### config.mk
export PLATFORM = sky130hd
export DESIGN_NAME = text_console_cursor_engine_core
export DESIGN_NICKNAME = d
export VERILOG_FILES = /design/src/rtl/tcc_pkg.sv /design/src/rtl/tcc_digit_ser.sv /design/src/rtl/text_console_cursor_engine_core.sv
export SDC_FILE = /design/constraint.sdc
export NUM_CORES = 1
export LEC_CHECK = 0
export ABC_AREA = 0
export BUFFER_PORTS_ARGS = -buffer_cell sky130_fd_sc_hd__buf_2
export CAP_MARGIN = 20
export CORE_AREA = 5 5 123 125
export CTS_BUF_LIST = sky130_fd_sc_hd__clkbuf_8
export CTS_CLUSTER_SIZE = 20
export DETAILED_ROUTE_END_ITERATION = 8
export DIE_AREA = 0 0 128 130
export GPL_ROUTABILITY_DRIVEN = 0
export PLACE_DENSITY = 0.8
export SETUP_SLACK_MARGIN = 0.2
export SLEW_MARGIN = 15
export SYNTH_ARGS = -nofsm -noshare
export SYNTH_HDL_FRONTEND = slang
export SYNTH_SLANG_ARGS = --single-unit
### constraint.sdc
create_clock -name clk -period 7.5 [get_ports clk]
set_clock_uncertainty 0.05 [all_clocks]
set_input_delay 0.375 -clock clk [delete_from_list [all_inputs] [get_ports clk]]
set_output_delay 0.375 -clock clk [all_outputs]
set_load 0.02 [all_outputs]
### src/rtl/tcc_pkg.sv
package tcc_pkg;

  // Console commands
  typedef enum logic [2:0] {
    CMD_CHAR   = 3'd0,
    CMD_EOL    = 3'd1,
    CMD_SETPOS = 3'd2,
    CMD_CLEAR  = 3'd3,
    CMD_HEX    = 3'd4,
    CMD_UDEC   = 3'd5,
    CMD_SDEC   = 3'd6
  } cmd_t;

  // Result kinds
  typedef enum logic [1:0] {
    KIND_GLYPH = 2'd0,
    KIND_CLEAR = 2'd1,
    KIND_NONE  = 2'd2
  } kind_t;

  // Configuration register indexes
  localparam logic [1:0] CFG_REFRESH_EN = 2'd0;
  localparam logic [1:0] CFG_FONT_FIRST = 2'd1;

  localparam int VALUE_W    = 32;
  localparam int BCD_DIGITS = 10;

  localparam logic [7:0] CODE_NEWLINE = 8'd10;
  localparam logic [7:0] CODE_MINUS   = 8'd45;
  localparam logic [7:0] CODE_ZERO    = 8'd48;
  localparam logic [7:0] CODE_LETTER  = 8'd55;  // 'A' - 10

  typedef enum logic [1:0] {
    ST_IDLE,
    ST_MINUS,
    ST_DIGITS
  } state_t;

  typedef struct packed {
    logic [2:0]  command;
    logic [7:0]  char_code;
    logic [31:0] value;
    logic [3:0]  pos_column;
    logic [2:0]  pos_row;
  } in_req_t;

  typedef struct packed {
    logic [1:0] kind;
    logic [2:0] row;
    logic [6:0] pixel_column;
    logic [7:0] glyph;
    logic       refresh;
    logic       bad_position;
    logic       last;
  } out_rsp_t;

  // Control into the digit serializer
  typedef struct packed {
    logic              load;
    logic              hex;
    logic              shift;
    logic [VALUE_W-1:0] value;
  } dig_ctl_t;

  // Status from the digit serializer
  typedef struct packed {
    logic       ready;
    logic       last;
    logic [3:0] digit;
  } dig_sts_t;

endpackage

### src/rtl/tcc_digit_ser.sv
module tcc_digit_ser (
  input  logic              clk,
  input  logic              rst_n,
  input  tcc_pkg::dig_ctl_t ctl,
  output tcc_pkg::dig_sts_t sts
);

  localparam int BCD_W = 4 * tcc_pkg::BCD_DIGITS;
  localparam int BCNT_W = $clog2(tcc_pkg::VALUE_W + 1);
  localparam int DCNT_W = $clog2(tcc_pkg::BCD_DIGITS + 1);

  logic [tcc_pkg::VALUE_W-1:0] bin_r, bin_nxt;
  logic [BCD_W-1:0]            bcd_r, bcd_nxt, bcd_adj;
  logic [BCNT_W-1:0]           bit_cnt_r, bit_cnt_nxt;
  logic [DCNT_W-1:0]           dig_cnt_r, dig_cnt_nxt;

  // Add-3 correction on every BCD digit, one binary bit per cycle
  always_comb begin
    logic [3:0] nib;
    for (int i = 0; i < tcc_pkg::BCD_DIGITS; i++) begin
      nib = bcd_r[4*i +: 4];
      bcd_adj[4*i +: 4] = (nib >= 4'd5) ? nib + 4'd3 : nib;
    end
  end

  always_comb begin
    bin_nxt     = bin_r;
    bcd_nxt     = bcd_r;
    bit_cnt_nxt = bit_cnt_r;
    dig_cnt_nxt = dig_cnt_r;
    if (ctl.load) begin
      dig_cnt_nxt = DCNT_W'(tcc_pkg::BCD_DIGITS);
      if (ctl.hex) begin
        // hex nibbles are already digits
        bcd_nxt     = BCD_W'(ctl.value);
        bit_cnt_nxt = '0;
      end else begin
        bin_nxt     = ctl.value;
        bcd_nxt     = '0;
        bit_cnt_nxt = BCNT_W'(tcc_pkg::VALUE_W);
      end
    end else if (bit_cnt_r != '0) begin
      bcd_nxt     = {bcd_adj[BCD_W-2:0], bin_r[tcc_pkg::VALUE_W-1]};
      bin_nxt     = {bin_r[tcc_pkg::VALUE_W-2:0], 1'b0};
      bit_cnt_nxt = bit_cnt_r - BCNT_W'(1);
    end else if (ctl.shift) begin
      bcd_nxt     = {bcd_r[BCD_W-5:0], 4'd0};
      dig_cnt_nxt = dig_cnt_r - DCNT_W'(1);
    end
  end

  always_ff @(posedge clk) begin
    if (!rst_n) begin
      bit_cnt_r <= '0;
      dig_cnt_r <= '0;
    end else begin
      bit_cnt_r <= bit_cnt_nxt;
      dig_cnt_r <= dig_cnt_nxt;
    end
  end

  always_ff @(posedge clk) begin
    bin_r <= bin_nxt;
    bcd_r <= bcd_nxt;
  end

  // Most significant digit is presented first
  assign sts.ready = (bit_cnt_r == '0);
  assign sts.last  = (dig_cnt_r == DCNT_W'(1));
  assign sts.digit = bcd_r[BCD_W-1 -: 4];

endmodule

### src/rtl/text_console_cursor_engine_core.sv
// Channel  Direction  Handshake           Payload
// in_      input      in_valid/in_stall   tcc_pkg::in_req_t  (one command)
// out_     output     out_valid/out_stall tcc_pkg::out_rsp_t (one glyph write or status)
// cfg_     input      cfg_valid/cfg_ready cfg_index, cfg_data (register write)
//
// Char, end line, set position, clear: one result each, registered on acceptance.
// Hex: load, then skip each leading zero, then emit one glyph per digit.
// Decimal: bit-serial binary-to-BCD conversion of the 32-bit value, then the same
// digit walk (up to 10 digits, plus a minus sign for signed negatives).
// Reset is synchronous: cursor 0,0, skip flag clear, refresh enable 1, font code 32.
// A stalled output holds the result register; conversion keeps running meanwhile.
module text_console_cursor_engine_core #(
  parameter int COLUMNS    = 16,
  parameter int ROWS       = 8,
  parameter int CELL_WIDTH = 6
) (
  input  logic              clk,
  input  logic              rst_n,
  input  logic              in_valid,
  output logic              in_stall,
  input  tcc_pkg::in_req_t  in_data,
  output logic              out_valid,
  input  logic              out_stall,
  output tcc_pkg::out_rsp_t out_data,
  input  logic              cfg_valid,
  output logic              cfg_ready,
  input  logic [1:0]        cfg_index,
  input  logic [6:0]        cfg_data
);

  localparam logic [4:0] COLS_W = 5'(COLUMNS);
  localparam logic [3:0] ROWS_W = 4'(ROWS);
  localparam logic [6:0] CW_W   = 7'(CELL_WIDTH);

  tcc_pkg::state_t   state_r, state_nxt;
  logic [3:0]        col_r, col_nxt;
  logic [2:0]        row_r, row_nxt;
  logic              skip_r, skip_nxt;
  logic              started_r, started_nxt;
  logic              out_valid_r, out_valid_nxt;
  tcc_pkg::out_rsp_t out_data_r, out_data_nxt;
  logic              refresh_en_r;
  logic [6:0]        font_first_r;

  tcc_pkg::dig_ctl_t dctl;
  tcc_pkg::dig_sts_t dsts;

  logic              out_free;
  logic              in_take;
  logic [7:0]        draw_code;
  logic [7:0]        draw_glyph;
  logic [4:0]        col_inc;
  logic              col_wrap;
  logic [3:0]        row_inc;
  logic [2:0]        row_line;
  logic [6:0]        draw_pcol;
  logic [7:0]        digit_code;

  tcc_digit_ser u_digits (
    .clk   (clk),
    .rst_n (rst_n),
    .ctl   (dctl),
    .sts   (dsts)
  );

  assign out_free  = !out_valid_r || !out_stall;
  assign in_stall  = !((state_r == tcc_pkg::ST_IDLE) && out_free);
  assign in_take   = in_valid && !in_stall;
  assign cfg_ready = 1'b1;
  assign out_valid = out_valid_r;
  assign out_data  = out_data_r;

  // Digit to character code
  assign digit_code = (dsts.digit < 4'd10) ? tcc_pkg::CODE_ZERO + {4'd0, dsts.digit}
                                           : tcc_pkg::CODE_LETTER + {4'd0, dsts.digit};

  // Shared draw path: glyph index and cursor advance
  always_comb begin
    case (state_r)
      tcc_pkg::ST_MINUS:  draw_code = tcc_pkg::CODE_MINUS;
      tcc_pkg::ST_DIGITS: draw_code = digit_code;
      default:            draw_code = in_data.char_code;
    endcase
  end

  assign draw_glyph = (!draw_code[7] && (draw_code[6:0] >= font_first_r))
                      ? {1'b0, draw_code[6:0] - font_first_r} : 8'd0;
  assign col_inc    = {1'b0, col_r} + 5'd1;
  assign col_wrap   = (col_inc >= COLS_W);
  assign row_inc    = {1'b0, row_r} + 4'd1;
  assign row_line   = (row_inc >= ROWS_W) ? 3'd0 : row_inc[2:0];
  assign draw_pcol  = 7'({3'd0, col_r} * CW_W);

  // Command sequencer
  always_comb begin
    state_nxt     = state_r;
    col_nxt       = col_r;
    row_nxt       = row_r;
    skip_nxt      = skip_r;
    started_nxt   = started_r;
    out_valid_nxt = out_valid_r && out_stall;
    out_data_nxt  = out_data_r;
    dctl          = '0;

    case (state_r)
      tcc_pkg::ST_IDLE: begin
        if (in_take) begin
          out_valid_nxt = 1'b1;
          out_data_nxt  = '0;
          out_data_nxt.kind = tcc_pkg::KIND_NONE;
          out_data_nxt.last = 1'b1;
          case (in_data.command)
            tcc_pkg::CMD_CHAR: begin
              out_data_nxt.refresh = refresh_en_r;
              if (in_data.char_code == tcc_pkg::CODE_NEWLINE) begin
                if (skip_r) begin
                  skip_nxt = 1'b0;
                end else begin
                  col_nxt = '0;
                  row_nxt = row_line;
                end
              end else begin
                out_data_nxt.kind         = tcc_pkg::KIND_GLYPH;
                out_data_nxt.row          = row_r;
                out_data_nxt.pixel_column = draw_pcol;
                out_data_nxt.glyph        = draw_glyph;
                col_nxt  = col_wrap ? 4'd0 : col_inc[3:0];
                row_nxt  = col_wrap ? row_line : row_r;
                skip_nxt = col_wrap;
              end
            end
            tcc_pkg::CMD_EOL: begin
              if (skip_r) begin
                skip_nxt = 1'b0;
              end else begin
                col_nxt = '0;
                row_nxt = row_line;
              end
            end
            tcc_pkg::CMD_SETPOS: begin
              if (({1'b0, in_data.pos_column} < COLS_W) &&
                  ({1'b0, in_data.pos_row} < ROWS_W)) begin
                col_nxt = in_data.pos_column;
                row_nxt = in_data.pos_row;
              end else begin
                out_data_nxt.bad_position = 1'b1;
              end
            end
            tcc_pkg::CMD_CLEAR: begin
              out_data_nxt.kind    = tcc_pkg::KIND_CLEAR;
              out_data_nxt.refresh = refresh_en_r;
              col_nxt = '0;
              row_nxt = '0;
            end
            tcc_pkg::CMD_HEX, tcc_pkg::CMD_UDEC, tcc_pkg::CMD_SDEC: begin
              // Number: results come later from the digit walk
              out_valid_nxt = out_valid_r && out_stall;
              out_data_nxt  = out_data_r;
              started_nxt   = 1'b0;
              dctl.load     = 1'b1;
              dctl.hex      = (in_data.command == tcc_pkg::CMD_HEX);
              dctl.value    = in_data.value;
              state_nxt     = tcc_pkg::ST_DIGITS;
              if ((in_data.command == tcc_pkg::CMD_SDEC) && in_data.value[31]) begin
                dctl.value = ~in_data.value + 32'd1;
                state_nxt  = tcc_pkg::ST_MINUS;
              end
            end
            default: begin
            end
          endcase
        end
      end

      tcc_pkg::ST_MINUS: begin
        if (out_free) begin
          out_valid_nxt = 1'b1;
          out_data_nxt  = '0;
          out_data_nxt.kind         = tcc_pkg::KIND_GLYPH;
          out_data_nxt.row          = row_r;
          out_data_nxt.pixel_column = draw_pcol;
          out_data_nxt.glyph        = draw_glyph;
          col_nxt   = col_wrap ? 4'd0 : col_inc[3:0];
          row_nxt   = col_wrap ? row_line : row_r;
          skip_nxt  = col_wrap;
          state_nxt = tcc_pkg::ST_DIGITS;
        end
      end

      tcc_pkg::ST_DIGITS: begin
        if (dsts.ready) begin
          if (!started_r && (dsts.digit == 4'd0) && !dsts.last) begin
            // leading zero
            dctl.shift = 1'b1;
          end else if (out_free) begin
            out_valid_nxt = 1'b1;
            out_data_nxt  = '0;
            out_data_nxt.kind         = tcc_pkg::KIND_GLYPH;
            out_data_nxt.row          = row_r;
            out_data_nxt.pixel_column = draw_pcol;
            out_data_nxt.glyph        = draw_glyph;
            out_data_nxt.last         = dsts.last;
            out_data_nxt.refresh      = dsts.last && refresh_en_r;
            col_nxt     = col_wrap ? 4'd0 : col_inc[3:0];
            row_nxt     = col_wrap ? row_line : row_r;
            skip_nxt    = col_wrap;
            started_nxt = 1'b1;
            dctl.shift  = 1'b1;
            if (dsts.last) begin
              state_nxt = tcc_pkg::ST_IDLE;
            end
          end
        end
      end

      default: begin
        state_nxt = tcc_pkg::ST_IDLE;
      end
    endcase
  end

  // State register
  always_ff @(posedge clk) begin
    if (!rst_n) begin
      state_r     <= tcc_pkg::ST_IDLE;
      col_r       <= '0;
      row_r       <= '0;
      skip_r      <= 1'b0;
      started_r   <= 1'b0;
      out_valid_r <= 1'b0;
    end else begin
      state_r     <= state_nxt;
      col_r       <= col_nxt;
      row_r       <= row_nxt;
      skip_r      <= skip_nxt;
      started_r   <= started_nxt;
      out_valid_r <= out_valid_nxt;
    end
  end

  always_ff @(posedge clk) begin
    out_data_r <= out_data_nxt;
  end

  // Configuration registers
  always_ff @(posedge clk) begin
    if (!rst_n) begin
      refresh_en_r <= 1'b1;
      font_first_r <= 7'd32;
    end else if (cfg_valid && cfg_ready) begin
      case (cfg_index)
        tcc_pkg::CFG_REFRESH_EN: refresh_en_r <= cfg_data[0];
        tcc_pkg::CFG_FONT_FIRST: font_first_r <= cfg_data;
        default: begin
        end
      endcase
    end
  end

  // Single-result commands have their result registered on acceptance and stay idle
  a_single_done: assert property (@(posedge clk) disable iff (!rst_n)
    (in_take && (in_data.command != tcc_pkg::CMD_HEX) &&
     (in_data.command != tcc_pkg::CMD_UDEC) && (in_data.command != tcc_pkg::CMD_SDEC))
    |=> (state_r == tcc_pkg::ST_IDLE) && out_valid_r && out_data_r.last)
    else $error("single-result command did not complete");

  // Non-glyph results only ever end a command
  a_status_last: assert property (@(posedge clk) disable iff (!rst_n)
    (out_valid_r && (out_data_r.kind != tcc_pkg::KIND_GLYPH)) |-> out_data_r.last)
    else $error("status result without last");

  // Minus sign is always followed by the digit walk
  a_minus_seq: assert property (@(posedge clk) disable iff (!rst_n)
    (state_r == tcc_pkg::ST_MINUS) |=>
    ((state_r == tcc_pkg::ST_MINUS) || (state_r == tcc_pkg::ST_DIGITS)))
    else $error("bad sequence after minus sign");

  // Leaving the digit walk means a last result was just loaded
  a_digits_end: assert property (@(posedge clk) disable iff (!rst_n)
    ((state_r == tcc_pkg::ST_DIGITS) && (state_nxt == tcc_pkg::ST_IDLE))
    |=> out_valid_r && out_data_r.last)
    else $error("digit walk ended without last result");

endmodule

==> metrics.txt <==
status=finished clean; Core Rows=43; Worst-path clk slew=about 0.070 ns; Post-synth top cells=117 x nand2_1, 92 x edfxtp_1, 83 x o21ai_0; post-route clock period utilization=54.4%; MaxCap Viol Count=0; post-route ant nets=0; initial core utilization=58.7%; Initial DRT Pass Iterations=5; Worst EP required=roughly 7.6 ns; Core Area=around 14000 µm²; Pwr per Cell Area=405 nW/µm²; Syn-to-layout area delta=11.3%; Seq/Total Area, Yosys=between 40% and 50%; cell with the most instances after synthesis=nand2_1; clk sinks=122; Post-Syn Area=between 8000 and 9000 µm²; die height=130 µm; Data arrival, critical path=between 4 and 5 ns; main flop type after synthesis=edfxtp_1; via count of the first global-routing pass=roughly 6300; Synth area leader=edfxtp_1; hold crit path type=primary input to register; CTS tree=built; I/O Buffers=85; crit-path max FO=32; crit path launch type=register; Hold Path Cell Cnt=3; num ports=90; Max Freq=245 MHz; die area=roughly 17000 µm²; share of layout cells above drive strength 1=between 10% and 20%; CP Class=register to register; async set-reset flop share out of synthesis=0%; clk_lat worst skew=0.46 ns; final setup fails=0; Worst R2R End=out_data[9]$_DFFE_PP_; GRT Util Overall=22.2%; Hold Fails Final Rpt=0; FF-to-FF Start=state_r[0]$_SDFFE_PN0P_; Setup TNS Final=0 ns; H-tree depth=4; # diodes=0; CTS Hold Bufs=0; global-route wire length before repair=29900 µm; Max Buffers Root-to-Sink=2; Post-CTS Setup Inserts=0; vias per cell=5.83; CTS Buf Count=17; Post-synth EDFFs=92; synthesized flop and latch total=roughly 120; Avg Synthesized Cell Area=around 8.9 µm²; area post-placement=8610 µm²; HP Start=cfg_data[2]; Place WS=around 3.6 ns; RSZ-0062 raised after global routing=no; total congestion overflow=0; Reg2Reg Depth=11; clk root buf=clkbuf_8; Die X=128 µm; final worst slack=about 3.4 ns; Synth warnings=0; post-synth cell types=77; Routed wire per std cell=15.8 µm; Hold Path End=font_first_r[2]$_SDFFE_PN0P_; Resize count post-CTS=0; HPWL Detailed=approximately 13000 µm; antenna violations before repair=0; Post-Syn Instances=roughly 910; critical path endpoint category=register; Synth area leaders=edfxtp_1 34%, dfxtp_1 7.4%, ha_1 6.3%, nand2_1 5.4%, o21ai_0 5.1%; r2r setup slk=3.42 ns; Leak=0.00358 µW; post-synth top area share=about 34%; Final #Nets=between 1000 and 1500; DR vias=6791; Final Max Tran Viols=0; DRC=0; DR iter-0 viols=659; Rel. slew slack=between 30% and 40%; Worst VDD drop=0.191 mV; min cycle time layout=roughly 4 ns; largest net degree at the start of global routing=77; fin area=8990 µm²; drt total wl=18400 µm; worst-margin pin slew=~1 ns
[worst max-delay path, cell delays in order (launching register included)]
cell	delay, ns
dfxtp_1	0.39
inv_1	0.09
ha_1	0.94
nand2_1	0.22
o22ai_1	0.31
ha_1	0.31
nor2b_1	0.14
o21a_1	0.18
o21ai_0	0.26
a21oi_1	0.17
o41ai_2	0.61
nor2_1	0.13
[power by group]
| part | switching, µW | total, µW | internal [µW] |
|---|---|---|---|
| Sequential | 200 | 1380 | 1180 |
| Combinational | 1030 | 1680 | 657 |
| Clock | 264 | 578 | 314 |
| Total | 1490 | 3640 | 2150 |
[layout make-up]
| class | count | area [µm²] |
|---|---|---|
| multi-input combinational | 691 | 4370 |
| timing repair buffer | 91 | 470 |
| fill | 1206 | 4780 |
| inverter | 48 | 180 |
| sequential | 122 | 3360 |
| tap | 180 | 225 |
| clock buffer | 20 | 275 |
| clock inverter | 12 | 109 |
[per-stage QoR]
stage          cells  hold WS [ns]  utilization, %  power (µW)
3_5_place_dp    1132         0.421            62.5        3050
6_report        1164         0.136            65.3        3640
5_1_grt         1164         0.139            65.3        3940
3_3_place_gp    1132         0.398            62.5        2990
2_1_floorplan    909         0.383               -        2650
4_1_cts         1164         0.115            65.3        3650
[sequential cells by signal, indices dropped and copies added, names as in the netlist]
register,count
u_digits.bin_r,32
u_digits.bit_cnt_r,6
started_r,1
font_first_r,7
refresh_en_r,1
u_digits.dig_cnt_r,4
u_digits.bcd_r,40
out_data,20
out_valid,1
skip_r,1
col_r,4
row_r,3
state_r,2
[logic make-up (layout without fill, tap and decap cells)]
| group | after synthesis | count (layout) | share of synthesized area, % |
|---|---|---|---|
| AOI/OAI and AO/OA | 268 | 268 | 20.2 |
| xor gates and xnor gates | 53 | 53 | 5.74 |
| DFF | 122 | 122 | 41.6 |
| muxes | 12 | 12 | 1.52 |
| adders and majority gates | 43 | 43 | 6.84 |
| and+or+nand+nor | 311 | 311 | 19.1 |
| buffers and inverters | 96 | 171 | 4.89 |
| other | 2 | 4 | 0.0929 |
[layout by cell type, fill, tap and decap left out, types with 4 or more instances in the layout]
cell type and count:
o21ai_1 8, nand2b_1 17, nand3_1 8, dfxtp_1 30, o211ai_1 6, mux2i_1 10, inv_1 51, nor2_1 79
a22o_1 5, edfxtp_1 92, a31oi_1 5, nor3_1 16, xor2_1 16, a21oi_1 80, nand2_1 117, o31ai_1 6
o22ai_1 20, nand3b_1 5, clkbuf_8 20, xnor2_1 37, buf_4 6, nor3b_1 13, o21ai_0 83, a211oi_1 10
nor2b_1 19, conb_1 4, a21boi_1 4, buf_2 85, a21o_1 4, ha_1 41, clkinv_2 6
[how the worst max path moves through the flow]
| stage | from | endpoint | slack, ns | cells past startpoint |
|---|---|---|---|---|
| 3_5_place_dp | state_r[0]$_SDFFE_PN0P_ | out_data[9]$_DFFE_PP_ | 3.64 | 11 |
| 2_1_floorplan | state_r[0]$_SDFFE_PN0P_ | u_digits.bin_r[0]$_SDFFCE_PN0P_ | 3.79 | 9 |
| 5_1_grt | state_r[0]$_SDFFE_PN0P_ | out_data[7]$_DFFE_PP_ | 3.17 | 11 |
| 4_1_cts | state_r[0]$_SDFFE_PN0P_ | out_data[9]$_DFFE_PP_ | 3.49 | 11 |
| 3_3_place_gp | state_r[0]$_SDFFE_PN0P_ | out_data[8]$_DFFE_PP_ | 3.79 | 11 |
| 6_report | state_r[0]$_SDFFE_PN0P_ | out_data[9]$_DFFE_PP_ | 3.42 | 11 |
[layer usage]
metal	GRT usage [%]	wire length [µm]
met1	28.9	8220
met2	36.9	8570
met3	4.13	1170
met4	9.11	444
met5	0	0
Note: power is estimated with default switching activity, not from simulation.
